===== src/sv/mpn_pkg.sv =====
// Shared types, codes and constants of the MIDI preset navigator.
package mpn_pkg;

  // Request codes
  localparam logic [3:0] REQ_NEXT         = 4'd0;
  localparam logic [3:0] REQ_PREV         = 4'd1;
  localparam logic [3:0] REQ_SET_PROGRAM  = 4'd2;
  localparam logic [3:0] REQ_SET_PRESET   = 4'd3;
  localparam logic [3:0] REQ_PEND_PROGRAM = 4'd4;
  localparam logic [3:0] REQ_PEND_PRESET  = 4'd5;
  localparam logic [3:0] REQ_CONFIRM      = 4'd6;
  localparam logic [3:0] REQ_CANCEL       = 4'd7;
  localparam logic [3:0] REQ_SET_BANK     = 4'd8;
  localparam logic [3:0] REQ_MIDI_IN      = 4'd9;

  // Message kinds, outgoing and incoming
  localparam logic [1:0] MSG_NONE = 2'd0;
  localparam logic [1:0] MSG_CC   = 2'd1;
  localparam logic [1:0] MSG_PC   = 2'd2;

  // Status codes
  localparam logic [1:0] ST_OK          = 2'd0;
  localparam logic [1:0] ST_BAD_ARG     = 2'd1;
  localparam logic [1:0] ST_NO_PENDING  = 2'd2;

  // Bank select modes
  localparam logic [1:0] BANK_NONE     = 2'd0;
  localparam logic [1:0] BANK_CC0      = 2'd1;
  localparam logic [1:0] BANK_CC0_CC32 = 2'd2;

  // Configuration register indexes
  localparam logic [2:0] CFG_CHANNEL      = 3'd0;
  localparam logic [2:0] CFG_BANK_SCHEME  = 3'd1;
  localparam logic [2:0] CFG_CHANGE_MODE  = 3'd2;
  localparam logic [2:0] CFG_LOW_INDEX    = 3'd3;
  localparam logic [2:0] CFG_PRESET_TOTAL = 3'd4;
  localparam logic [2:0] CFG_WRAP_ENABLE  = 3'd5;

  localparam int CFG_DATA_W = 15;

  // Limits and controller numbers
  localparam logic [13:0] PRESET_CEIL = 14'd16383;
  localparam logic [6:0]  PROG_CEIL   = 7'd127;
  localparam logic [6:0]  CC_BANK_MSB = 7'd0;
  localparam logic [6:0]  CC_BANK_LSB = 7'd32;

  typedef struct packed {
    logic [4:0]  dev_channel;
    logic [1:0]  bank_scheme;
    logic        change_mode;
    logic        low_index;
    logic [14:0] preset_total;
    logic        wrap_enable;
  } cfg_t;

  typedef struct packed {
    logic [3:0]  req_type;
    logic [13:0] value;
    logic [3:0]  in_channel;
    logic [1:0]  in_kind;
    logic [6:0]  in_data1;
    logic [6:0]  in_data2;
  } req_t;

  // Everything the output sequencer needs to play out one request
  typedef struct packed {
    logic        send;
    logic [1:0]  beats;
    logic [3:0]  chan;
    logic [1:0]  status;
    logic [6:0]  cur_program;
    logic [6:0]  cur_bank;
    logic [6:0]  pend_program;
    logic [6:0]  pend_bank;
    logic        pend_valid;
  } res_t;

endpackage


===== src/sv/mpn_cfg.sv =====
// Configuration register file of the MIDI preset navigator.
module mpn_cfg (
  input  logic                           clk,
  input  logic                           rst_n,
  input  logic                           cfg_we,
  input  logic [2:0]                     cfg_addr,
  input  logic [mpn_pkg::CFG_DATA_W-1:0] cfg_wdata,
  output mpn_pkg::cfg_t                  cfg
);

  mpn_pkg::cfg_t cfg_r, cfg_nxt;

  // Decode the register index and take the low bits of the data
  always_comb begin
    cfg_nxt = cfg_r;
    if (cfg_we) begin
      case (cfg_addr)
        mpn_pkg::CFG_CHANNEL:      cfg_nxt.dev_channel  = cfg_wdata[4:0];
        mpn_pkg::CFG_BANK_SCHEME:  cfg_nxt.bank_scheme  = cfg_wdata[1:0];
        mpn_pkg::CFG_CHANGE_MODE:  cfg_nxt.change_mode  = cfg_wdata[0];
        mpn_pkg::CFG_LOW_INDEX:    cfg_nxt.low_index    = cfg_wdata[0];
        mpn_pkg::CFG_PRESET_TOTAL: cfg_nxt.preset_total = cfg_wdata[14:0];
        mpn_pkg::CFG_WRAP_ENABLE:  cfg_nxt.wrap_enable  = cfg_wdata[0];
        default:                   cfg_nxt = cfg_r;
      endcase
    end
  end

  always_ff @(posedge clk) begin
    if (!rst_n) begin
      cfg_r.dev_channel  <= 5'd1;
      cfg_r.bank_scheme  <= mpn_pkg::BANK_NONE;
      cfg_r.change_mode  <= 1'b0;
      cfg_r.low_index    <= 1'b0;
      cfg_r.preset_total <= 15'd128;
      cfg_r.wrap_enable  <= 1'b0;
    end else begin
      cfg_r <= cfg_nxt;
    end
  end

  assign cfg = cfg_r;

endmodule


===== src/sv/mpn_core.sv =====
// Navigation state and the per-request update logic.
module mpn_core (
  input  logic          clk,
  input  logic          rst_n,
  input  mpn_pkg::cfg_t cfg,
  input  mpn_pkg::req_t req,
  input  logic          load,
  output mpn_pkg::res_t res
);

  logic [6:0] prog_now_r,  prog_now_nxt;
  logic [6:0] bank_now_r,  bank_now_nxt;
  logic [6:0] prog_w_r,    prog_w_nxt;
  logic [6:0] bank_w_r,    bank_w_nxt;
  logic       wflag_r,     wflag_nxt;
  logic [6:0] latch_r,     latch_nxt;
  logic       seen_r,      seen_nxt;

  logic        in_bank;
  logic [3:0]  chan;
  logic [15:0] msum;
  logic [13:0] top_preset;
  logic [6:0]  top_prog;
  logic [13:0] lo;
  logic [13:0] b;
  logic [13:0] hi_step;
  logic [14:0] n_up;
  logic [13:0] n;
  logic [13:0] cv;
  logic        use_preset;
  logic [13:0] hi_c;
  logic [13:0] cl;
  logic        send;
  logic [1:0]  status;

  // Bounds from the configuration
  assign in_bank = cfg.bank_scheme inside {mpn_pkg::BANK_CC0, mpn_pkg::BANK_CC0_CC32};
  assign chan    = cfg.dev_channel[3:0] - 4'd1;
  assign msum    = {15'd0, cfg.low_index} + {1'b0, cfg.preset_total} - 16'd1;

  always_comb begin
    if (cfg.preset_total == 15'd0) begin
      top_preset = in_bank ? mpn_pkg::PRESET_CEIL : {7'd0, mpn_pkg::PROG_CEIL};
    end else if (msum > {2'b00, mpn_pkg::PRESET_CEIL}) begin
      top_preset = mpn_pkg::PRESET_CEIL;
    end else begin
      top_preset = msum[13:0];
    end
  end

  assign top_prog = (top_preset > {7'd0, mpn_pkg::PROG_CEIL}) ? mpn_pkg::PROG_CEIL
                                                             : top_preset[6:0];
  assign lo = {13'd0, cfg.low_index};

  // Step one preset up or down from the pending or current position
  always_comb begin
    if (in_bank) begin
      b       = wflag_r ? {bank_w_r, prog_w_r} : {bank_now_r, prog_now_r};
      hi_step = top_preset;
    end else begin
      b       = {7'd0, (wflag_r ? prog_w_r : prog_now_r)};
      hi_step = {7'd0, top_prog};
    end
    n_up = {1'b0, b} + 15'd1;
    if (req.req_type == mpn_pkg::REQ_NEXT) begin
      if (n_up > {1'b0, hi_step}) n = cfg.wrap_enable ? lo : hi_step;
      else                        n = n_up[13:0];
    end else begin
      if (b <= lo) n = cfg.wrap_enable ? hi_step : lo;
      else         n = b - 14'd1;
    end
  end

  // Shared clamp for program and preset values
  always_comb begin
    case (req.req_type)
      mpn_pkg::REQ_NEXT, mpn_pkg::REQ_PREV: begin
        cv = n;
        use_preset = in_bank;
      end
      mpn_pkg::REQ_SET_PRESET, mpn_pkg::REQ_PEND_PRESET: begin
        cv = req.value;
        use_preset = 1'b1;
      end
      mpn_pkg::REQ_CONFIRM: begin
        cv = {7'd0, prog_w_r};
        use_preset = 1'b0;
      end
      default: begin
        cv = req.value;
        use_preset = 1'b0;
      end
    endcase
    hi_c = use_preset ? top_preset : {7'd0, top_prog};
    cl   = (cv < lo) ? lo : ((cv > hi_c) ? hi_c : cv);
  end

  // Apply the request to the state
  always_comb begin
    prog_now_nxt = prog_now_r;
    bank_now_nxt = bank_now_r;
    prog_w_nxt   = prog_w_r;
    bank_w_nxt   = bank_w_r;
    wflag_nxt    = wflag_r;
    latch_nxt    = latch_r;
    seen_nxt     = seen_r;
    send         = 1'b0;
    status       = mpn_pkg::ST_OK;
    case (req.req_type)
      mpn_pkg::REQ_NEXT, mpn_pkg::REQ_PREV: begin
        if (!cfg.change_mode) begin
          send         = 1'b1;
          prog_now_nxt = cl[6:0];
          if (in_bank) bank_now_nxt = cl[13:7];
        end else begin
          if (in_bank) bank_w_nxt = n[13:7];
          prog_w_nxt = n[6:0];
          wflag_nxt  = 1'b1;
        end
      end
      mpn_pkg::REQ_SET_PROGRAM: begin
        send         = 1'b1;
        prog_now_nxt = cl[6:0];
      end
      mpn_pkg::REQ_SET_PRESET: begin
        send         = 1'b1;
        prog_now_nxt = cl[6:0];
        bank_now_nxt = cl[13:7];
      end
      mpn_pkg::REQ_PEND_PROGRAM: begin
        prog_w_nxt = cl[6:0];
        wflag_nxt  = 1'b1;
      end
      mpn_pkg::REQ_PEND_PRESET: begin
        prog_w_nxt = cl[6:0];
        bank_w_nxt = cl[13:7];
        wflag_nxt  = 1'b1;
      end
      mpn_pkg::REQ_CONFIRM: begin
        if (!wflag_r) begin
          status = mpn_pkg::ST_NO_PENDING;
        end else begin
          send         = 1'b1;
          wflag_nxt    = 1'b0;
          prog_now_nxt = cl[6:0];
          if (in_bank) bank_now_nxt = bank_w_r;
        end
      end
      mpn_pkg::REQ_CANCEL: begin
        if (!wflag_r) begin
          status = mpn_pkg::ST_NO_PENDING;
        end else begin
          wflag_nxt  = 1'b0;
          prog_w_nxt = prog_now_r;
          bank_w_nxt = bank_now_r;
        end
      end
      mpn_pkg::REQ_SET_BANK: begin
        if (req.value > {7'd0, mpn_pkg::PROG_CEIL}) status = mpn_pkg::ST_BAD_ARG;
        else bank_now_nxt = req.value[6:0];
      end
      mpn_pkg::REQ_MIDI_IN: begin
        if (req.in_channel == chan) begin
          if (req.in_kind == mpn_pkg::MSG_CC) begin
            // latch bank MSB for the next program change
            if (in_bank && req.in_data1 == mpn_pkg::CC_BANK_MSB) begin
              latch_nxt = req.in_data2;
              seen_nxt  = 1'b1;
            end
          end else if (req.in_kind == mpn_pkg::MSG_PC) begin
            prog_now_nxt = req.in_data1;
            if (in_bank && seen_r) bank_now_nxt = latch_r;
            latch_nxt = 7'd0;
            seen_nxt  = 1'b0;
            wflag_nxt = 1'b0;
          end
        end
      end
      default: begin
        send = 1'b0;
      end
    endcase
  end

  always_ff @(posedge clk) begin
    if (!rst_n) begin
      prog_now_r <= 7'd0;
      bank_now_r <= 7'd0;
      prog_w_r   <= 7'd0;
      bank_w_r   <= 7'd0;
      wflag_r    <= 1'b0;
      latch_r    <= 7'd0;
      seen_r     <= 1'b0;
    end else if (load) begin
      prog_now_r <= prog_now_nxt;
      bank_now_r <= bank_now_nxt;
      prog_w_r   <= prog_w_nxt;
      bank_w_r   <= bank_w_nxt;
      wflag_r    <= wflag_nxt;
      latch_r    <= latch_nxt;
      seen_r     <= seen_nxt;
    end
  end

  // Result summary handed to the output sequencer
  always_comb begin
    res.send         = send;
    if (!send)                                          res.beats = 2'd1;
    else if (cfg.bank_scheme == mpn_pkg::BANK_CC0)      res.beats = 2'd2;
    else if (cfg.bank_scheme == mpn_pkg::BANK_CC0_CC32) res.beats = 2'd3;
    else                                                res.beats = 2'd1;
    res.chan         = chan;
    res.status       = status;
    res.cur_program  = prog_now_nxt;
    res.cur_bank     = bank_now_nxt;
    res.pend_program = prog_w_nxt;
    res.pend_bank    = bank_w_nxt;
    res.pend_valid   = wflag_nxt;
  end

endmodule


===== src/sv/mpn_emit.sv =====
// Result register that plays out the one to three beats of a request.
module mpn_emit (
  input  logic          clk,
  input  logic          rst_n,
  input  logic          load,
  input  mpn_pkg::res_t res_in,
  output logic          can_take,
  output logic          out_tvalid,
  input  logic          out_tready,
  output logic [55:0]   out_tdata,   // channel, number, value, status, cur prog/bank,
                                     // pend prog/bank, pend valid, zero fill
  output logic [1:0]    out_tuser,   // msg_kind
  output logic          out_tlast
);

  mpn_pkg::res_t res_r, res_nxt;
  logic          busy_r, busy_nxt;
  logic [1:0]    beat_r, beat_nxt;
  logic          last_beat;
  logic          out_fire;
  logic [1:0]    kind;
  logic [6:0]    num;
  logic [6:0]    val;
  logic [3:0]    chan_o;

  assign last_beat  = (beat_r == res_r.beats - 2'd1);
  assign out_tvalid = busy_r;
  assign out_fire   = busy_r && out_tready;
  assign can_take   = !busy_r || (out_fire && last_beat);

  // Advance through the beats, reload on the last one or when idle
  always_comb begin
    busy_nxt = busy_r;
    beat_nxt = beat_r;
    res_nxt  = res_r;
    if (load) begin
      res_nxt  = res_in;
      beat_nxt = 2'd0;
      busy_nxt = 1'b1;
    end else if (out_fire) begin
      if (last_beat) busy_nxt = 1'b0;
      else           beat_nxt = beat_r + 2'd1;
    end
  end

  always_ff @(posedge clk) begin
    if (!rst_n) begin
      busy_r <= 1'b0;
      beat_r <= 2'd0;
    end else begin
      busy_r <= busy_nxt;
      beat_r <= beat_nxt;
    end
  end

  always_ff @(posedge clk) begin
    res_r <= res_nxt;
  end

  // Beat content: bank MSB, then bank LSB, program change last; status only if no send
  always_comb begin
    if (!res_r.send) begin
      kind = mpn_pkg::MSG_NONE;
      num  = 7'd0;
      val  = 7'd0;
    end else if (last_beat) begin
      kind = mpn_pkg::MSG_PC;
      num  = res_r.cur_program;
      val  = 7'd0;
    end else if (beat_r == 2'd0) begin
      kind = mpn_pkg::MSG_CC;
      num  = mpn_pkg::CC_BANK_MSB;
      val  = res_r.cur_bank;
    end else begin
      kind = mpn_pkg::MSG_CC;
      num  = mpn_pkg::CC_BANK_LSB;
      val  = 7'd0;
    end
    chan_o = res_r.send ? res_r.chan : 4'd0;
  end

  assign out_tuser = kind;
  assign out_tlast = last_beat;
  assign out_tdata = {7'd0, res_r.pend_valid, res_r.pend_bank, res_r.pend_program,
                      res_r.cur_bank, res_r.cur_program, res_r.status, val, num, chan_o};

endmodule


===== src/sv/midi_preset_navigator.sv =====
// Top level of the MIDI preset navigator: input register, core and output sequencer.
//
// Keeps the current and pending program and bank of one MIDI device and turns
// each request beat into one to three result beats. A request that sends
// nothing yields one status beat; a send yields a program change, led by CC0
// in bank mode 1 and by CC0 plus CC32 in bank mode 2. Requests pass an input
// register and are applied to the core state as the sequencer takes them; the
// output sequencer then plays one result beat per cycle while out_tready is
// high. A new request is taken while the previous one is still being played
// out, as soon as its last beat is going. Configuration writes belong to idle
// periods.
module midi_preset_navigator (
  input  logic                           clk,
  input  logic                           rst_n,
  input  logic                           in_tvalid,
  output logic                           in_tready,
  input  logic [31:0]                    in_tdata,   // value, in_channel, in_data1,
                                                     // in_data2
  input  logic [5:0]                     in_tuser,   // req_type, in_kind
  output logic                           out_tvalid,
  input  logic                           out_tready,
  output logic [55:0]                    out_tdata,  // msg_channel, msg_number,
                                                     // msg_value, status, cur_program,
                                                     // cur_bank, pend_program,
                                                     // pend_bank, pend_valid, zero fill
  output logic [1:0]                     out_tuser,  // msg_kind
  output logic                           out_tlast,
  input  logic                           cfg_we,
  input  logic [2:0]                     cfg_addr,
  input  logic [mpn_pkg::CFG_DATA_W-1:0] cfg_wdata
);

  mpn_pkg::cfg_t cfg;
  mpn_pkg::req_t req_r, req_nxt;
  mpn_pkg::res_t res;
  logic          in_valid_r, in_valid_nxt;
  logic          in_fire;
  logic          can_take;
  logic          move;

  mpn_cfg u_cfg (
    .clk       (clk),
    .rst_n     (rst_n),
    .cfg_we    (cfg_we),
    .cfg_addr  (cfg_addr),
    .cfg_wdata (cfg_wdata),
    .cfg       (cfg)
  );

  // Hold the request beat until the sequencer can take its results
  assign move      = in_valid_r && can_take;
  assign in_tready = !in_valid_r || move;
  assign in_fire   = in_tvalid && in_tready;

  always_comb begin
    req_nxt = req_r;
    if (in_fire) begin
      req_nxt.req_type   = in_tuser[3:0];
      req_nxt.in_kind    = in_tuser[5:4];
      req_nxt.value      = in_tdata[13:0];
      req_nxt.in_channel = in_tdata[17:14];
      req_nxt.in_data1   = in_tdata[24:18];
      req_nxt.in_data2   = in_tdata[31:25];
    end
    if (in_fire)   in_valid_nxt = 1'b1;
    else if (move) in_valid_nxt = 1'b0;
    else           in_valid_nxt = in_valid_r;
  end

  always_ff @(posedge clk) begin
    if (!rst_n) begin
      in_valid_r <= 1'b0;
    end else begin
      in_valid_r <= in_valid_nxt;
    end
  end

  always_ff @(posedge clk) begin
    req_r <= req_nxt;
  end

  mpn_core u_core (
    .clk   (clk),
    .rst_n (rst_n),
    .cfg   (cfg),
    .req   (req_r),
    .load  (move),
    .res   (res)
  );

  mpn_emit u_emit (
    .clk        (clk),
    .rst_n      (rst_n),
    .load       (move),
    .res_in     (res),
    .can_take   (can_take),
    .out_tvalid (out_tvalid),
    .out_tready (out_tready),
    .out_tdata  (out_tdata),
    .out_tuser  (out_tuser),
    .out_tlast  (out_tlast)
  );

endmodule


===== config.mk =====
export PLATFORM = sky130hd
export DESIGN_NAME = midi_preset_navigator
export DESIGN_NICKNAME = d
export VERILOG_FILES = /design/src/sv/mpn_pkg.sv /design/src/sv/mpn_cfg.sv /design/src/sv/mpn_core.sv /design/src/sv/mpn_emit.sv /design/src/sv/midi_preset_navigator.sv
export SDC_FILE = /design/constraint.sdc
export NUM_CORES = 1
export LEC_CHECK = 0
export ABC_AREA = 1
export BUFFER_PORTS_ARGS = -buffer_cell sky130_fd_sc_hd__buf_2
export CORE_MARGIN = 2
export CORE_UTILIZATION = 60
export CTS_CLUSTER_SIZE = 10
export DETAILED_ROUTE_END_ITERATION = 7
export PLACE_DENSITY = 0.82
export SLEW_MARGIN = 10
export SYNTH_ARGS = -nofsm -noshare
export SYNTH_HDL_FRONTEND = slang
export SYNTH_SLANG_ARGS = --single-unit

===== constraint.sdc =====
create_clock -name clk -period 12.91 [get_ports clk]
set_clock_uncertainty 0.1 [all_clocks]
set_input_delay 1.291 -clock clk [delete_from_list [all_inputs] [get_ports clk]]
set_output_delay 1.291 -clock clk [all_outputs]
set_load 0.02 [all_outputs]

==> results by group <==
Pwr
  • Pleak: between 5 and 6 nW
  • Switching part of the total power: 0.339
  • Gate power share: 0.234
  • Sequential Power Share: 0.385
  • Clock share of power: 0.381
  • Internal power: approximately 0.0009 W
  • Psw: roughly 0.00046 W
  • Pwr Density: ~120 nW/um^2
  • Worst IR drop on VDD: 0.113 mV

Synthesis
  • Synthesized area per cell: between 6 and 7 um^2
  • Number of synthesized flops with an enable pin: 76
  • Synth Instances: between 1500 and 2000
  • Ys Warns: 0
  • Number of synthesized register bits: about 140
  • Netlist Area Pre-Place: 10300 um^2
  • Cell variety after synth: 49
  • Register area share after synthesis: 0.349
  • Ys flop type: edfxtp_1
  • Ys async rst share: 0

Clock network
  • Setup Fix Bufs, Post-CTS: 0
  • Sink Count: about 140
  • Post-CTS sizing: 0
  • CTS Hold Bufs: 0
  • Clock root buffer: clkbuf_16
  • H-tree levels: 4
  • TritonCTS Buffers: 17
  • CTS tree: built
  • Clock Latency Late Sink: 0.44 ns
  • Max clock buf depth: 2
  • CTS clk-pin slew, worst paths: around 0.060 ns

Global routing
  • Vias in the first global route: between 9000 and 10000
  • Global route overflow: 0
  • Initial antenna violation count: 1
  • Global-route usage over all layers: 0.363
  • Largest net degree at the start of global routing: 43
  • Global-route wire length before repair: 50.7 mm

Route
  • DR vias: about 11000
  • Initial drt markers: about 1400
  • Via-per-instance ratio: 5.86
  • Routed len/inst: approximately 18 um
  • Antenna-violating nets left: 0
  • DRC: 3
  • TritonRoute pass-1 iters: 8
  • Routed wire length: 32.9 mm

Flow run
  • Max cap viols: 0

Final layout
  • Layout cell share with drive strength beyond 1: 0.130
  • Area growth from synthesis to layout: 10.5%
  • Final Cell Area: between 10000 and 15000 um^2
  • N_diodes: 0
  • Nets: between 1500 and 2000

Floorplanning
  • Area of the die: 18200 um^2
  • Core ar.: roughly 17000 um^2
  • Row cnt: between 40 and 50
  • Initial core utilization: 0.618
  • Die width: between 100 and 150 um
  • Die Y: about 130 um
  • # IOs: 122

STA
  • Final Critical Period: ~7.5 ns
  • Final period utilization: 0.579
  • Fmax: 134 MHz
  • Total negative slack: 0 ns
  • Max Transition Viols Final: 0
  • Slew @ Worst Pin: about 0.83 ns
  • Slew margin rel.: 0.445
  • Setup violators final: 0
  • Hold Vio Cnt, Final: 0
  • RSZ-0062 raised after global routing: no

Worst setup path
  • Crit Reg-Reg Endpoint: u_emit.out_tdata[46]$_DFFE_PP_
  • Required time of the critical path: approximately 13 ns
  • FF-to-FF Start: u_cfg.cfg[16]$_SDFFE_PN0P_
  • Critical path fanouts, max: 28
  • Arrival @ worst endpoint: about 7.6 ns
  • Crit Path Category: reg -> reg
  • Most used cell, CP: nand2_1
  • Reg2Reg Depth: 42
  • CP max-delay cell: o21ai_0
  • Critical Path Source Type: register
  • Worst setup EP type: register
  • Max stage delay on crit path: 0.72 ns
  • FF-to-FF setup slack: between 5 and 6 ns

Worst hold path
  • Hold Path End: u_core.prog_now_r[1]$_SDFFE_PN0P_
  • Hold Path Depth: 2
  • Hold Path Class: reg -> reg
  • Worst hold start: u_core.prog_now_r[1]$_SDFFE_PN0P_

Run status
  • Violated checks: DRC
  • Outcome: finished, violations left

Placement
  • IO buf count: between 100 and 150
  • Hpwl dp: between 20 and 25 mm
  • Routability Congestion: 1.05
  • Placed inst area: roughly 11000 um^2
-- cell usage in the layout (no fill, tap or decap), types with 3 or more instances in the layout --
cell type,count
nand2_1,391
inv_1,175
nor2_1,147
o21ai_0,120
nand3_1,119
buf_2,114
a21oi_1,93
edfxtp_1,76
dfxtp_1,65
ha_1,36
nor3_1,26
xor2_1,23
a21boi_1,20
clkbuf_16,17
o21ai_1,14
buf_4,11
nand4_1,10
o221ai_1,10
xnor2_1,9
inv_2,9
a21oi_2,7
nor2_2,7
or2_2,7
conb_1,7
a21boi_0,6
nand2_2,5
nor4_1,5
o211ai_1,4
nor2_4,4
o21ai_2,4
clkinv_1,4
a22oi_1,4
inv_6,4
inv_8,4
a31oi_1,3
-- worst max-delay path by stage --
stage / startpoint / end / slack [ns] / cells after the start
2_1_floorplan: u_cfg.cfg[16]$_SDFFE_PN0P_ / u_emit.out_tdata[46]$_DFFE_PP_ / 7.47 / 43
4_1_cts: u_cfg.cfg[16]$_SDFFE_PN0P_ / u_emit.out_tdata[46]$_DFFE_PP_ / 5.76 / 42
6_report: u_cfg.cfg[16]$_SDFFE_PN0P_ / u_emit.out_tdata[46]$_DFFE_PP_ / 5.44 / 42
5_1_grt: u_cfg.cfg[16]$_SDFFE_PN0P_ / u_emit.out_tdata[46]$_DFFE_PP_ / 4.87 / 44
3_3_place_gp: u_cfg.cfg[16]$_SDFFE_PN0P_ / u_emit.out_tdata[32]$_DFFE_PP_ / 5.79 / 42
3_5_place_dp: u_cfg.cfg[16]$_SDFFE_PN0P_ / u_emit.out_tdata[46]$_DFFE_PP_ / 5.79 / 42
-- area by class of cell --
type                       instances  area, um^2
clock buffer                      18         429
clock inverter                    14         173
fill                            1469        5280
inverter                         189         712
multi-input combinational       1101        5540
sequential                       141        3580
tap                              220         275
timing repair buffer             125         653
-- critical path: cells and delay by family (launching register included) --
family / cells / cell delay [ns]
DFF: 1 / 0.37
AOI/OAI and AO/OA: 6 / 1.55
and+or+nand+nor: 28 / 3.67
adders and majority gates: 3 / 0.63
buffers and inverters: 5 / 0.97
-- stage by stage --
| step | total power (W) | setup slack [ns] | hold slack, ns | instances | utilization |
|---|---|---|---|---|---|
| 3_5_place_dp | 0.000828 | 5.79 | 0.356 | 1776 | 0.647 |
| 5_1_grt | 0.00139 | 4.87 | 0.387 | 1808 | 0.683 |
| 2_1_floorplan | 0.000741 | 7.47 | 0.333 | 1512 | - |
| 6_report | 0.00134 | 5.44 | 0.368 | 1808 | 0.683 |
| 4_1_cts | 0.00133 | 5.76 | 0.367 | 1808 | 0.683 |
| 3_3_place_gp | 0.000824 | 5.79 | 0.353 | 1776 | 0.647 |
-- sequential cells by signal, summed over array words and instances (netlist names) --
signal and count:
u_core.latch_r 7, u_core.seen_r 1, u_core.bank_now_r 7, u_core.prog_w_r 7
u_emit.out_tdata 31, u_emit.out_tvalid 1, u_cfg.cfg 24, u_emit.beat_r 2
u_core.wflag_r 1, u_core.prog_now_r 7, u_emit.res_r 7, in_valid_r 1
req_r 38, u_core.bank_w_r 7
-- metal layers --
metal  track usage  routed length [um]
met5             0                  13
met4         0.181                1560
met3        0.0574                3320
met2         0.573               14800
met1         0.484               13200
-- power groups by stage --
stage	sequential [W]	clock, W	combinational, W
CTS	0.000516	0.000510	0.000305
finish	0.000516	0.000511	0.000314
global placement	0.000525	0	0.000300
global route	0.000518	0.000528	0.000342
floorplan	0.000519	0	0.000222
detailed placement	0.000525	0	0.000303
-- cells in the mapped netlist, types with 3 or more instances --
library cell	n	area, um^2
nand2_1	391	1470
inv_1	175	657
nor2_1	149	559
o21ai_0	120	601
nand3_1	119	596
a21oi_1	93	465
edfxtp_1	76	2280
dfxtp_1	65	1300
buf_4	39	293
clkbuf_1	38	143
ha_1	36	450
nor3_1	26	130
xor2_1	23	201
a21boi_1	20	150
o21ai_1	14	70.1
nand4_1	10	62.6
o221ai_1	10	87.6
inv_2	9	33.8
xnor2_1	9	78.8
a21oi_2	7	61.3
or2_2	7	43.8
a21boi_0	6	45.0
nor2_2	6	37.5
nand2_2	5	31.3
nor4_1	5	31.3
a22oi_1	4	30.0
buf_6	4	45.0
clkinv_1	4	15.0
o211ai_1	4	30.0
o21ai_2	4	35.0
a31oi_1	3	18.8
nor2_4	3	33.8
-- logic make-up (layout without fill, tap and decap cells) --
kind of cell,count (synthesis),after routing,share of synthesized area
other cells,1,7,0.000365
buf+inv,270,346,0.116
fa+ha+maj,36,36,0.0438
compound gates,296,296,0.164
xor+xnor,32,32,0.0273
flops,141,141,0.349
simple gates,730,730,0.300
(Power assumes the default switching activity.)
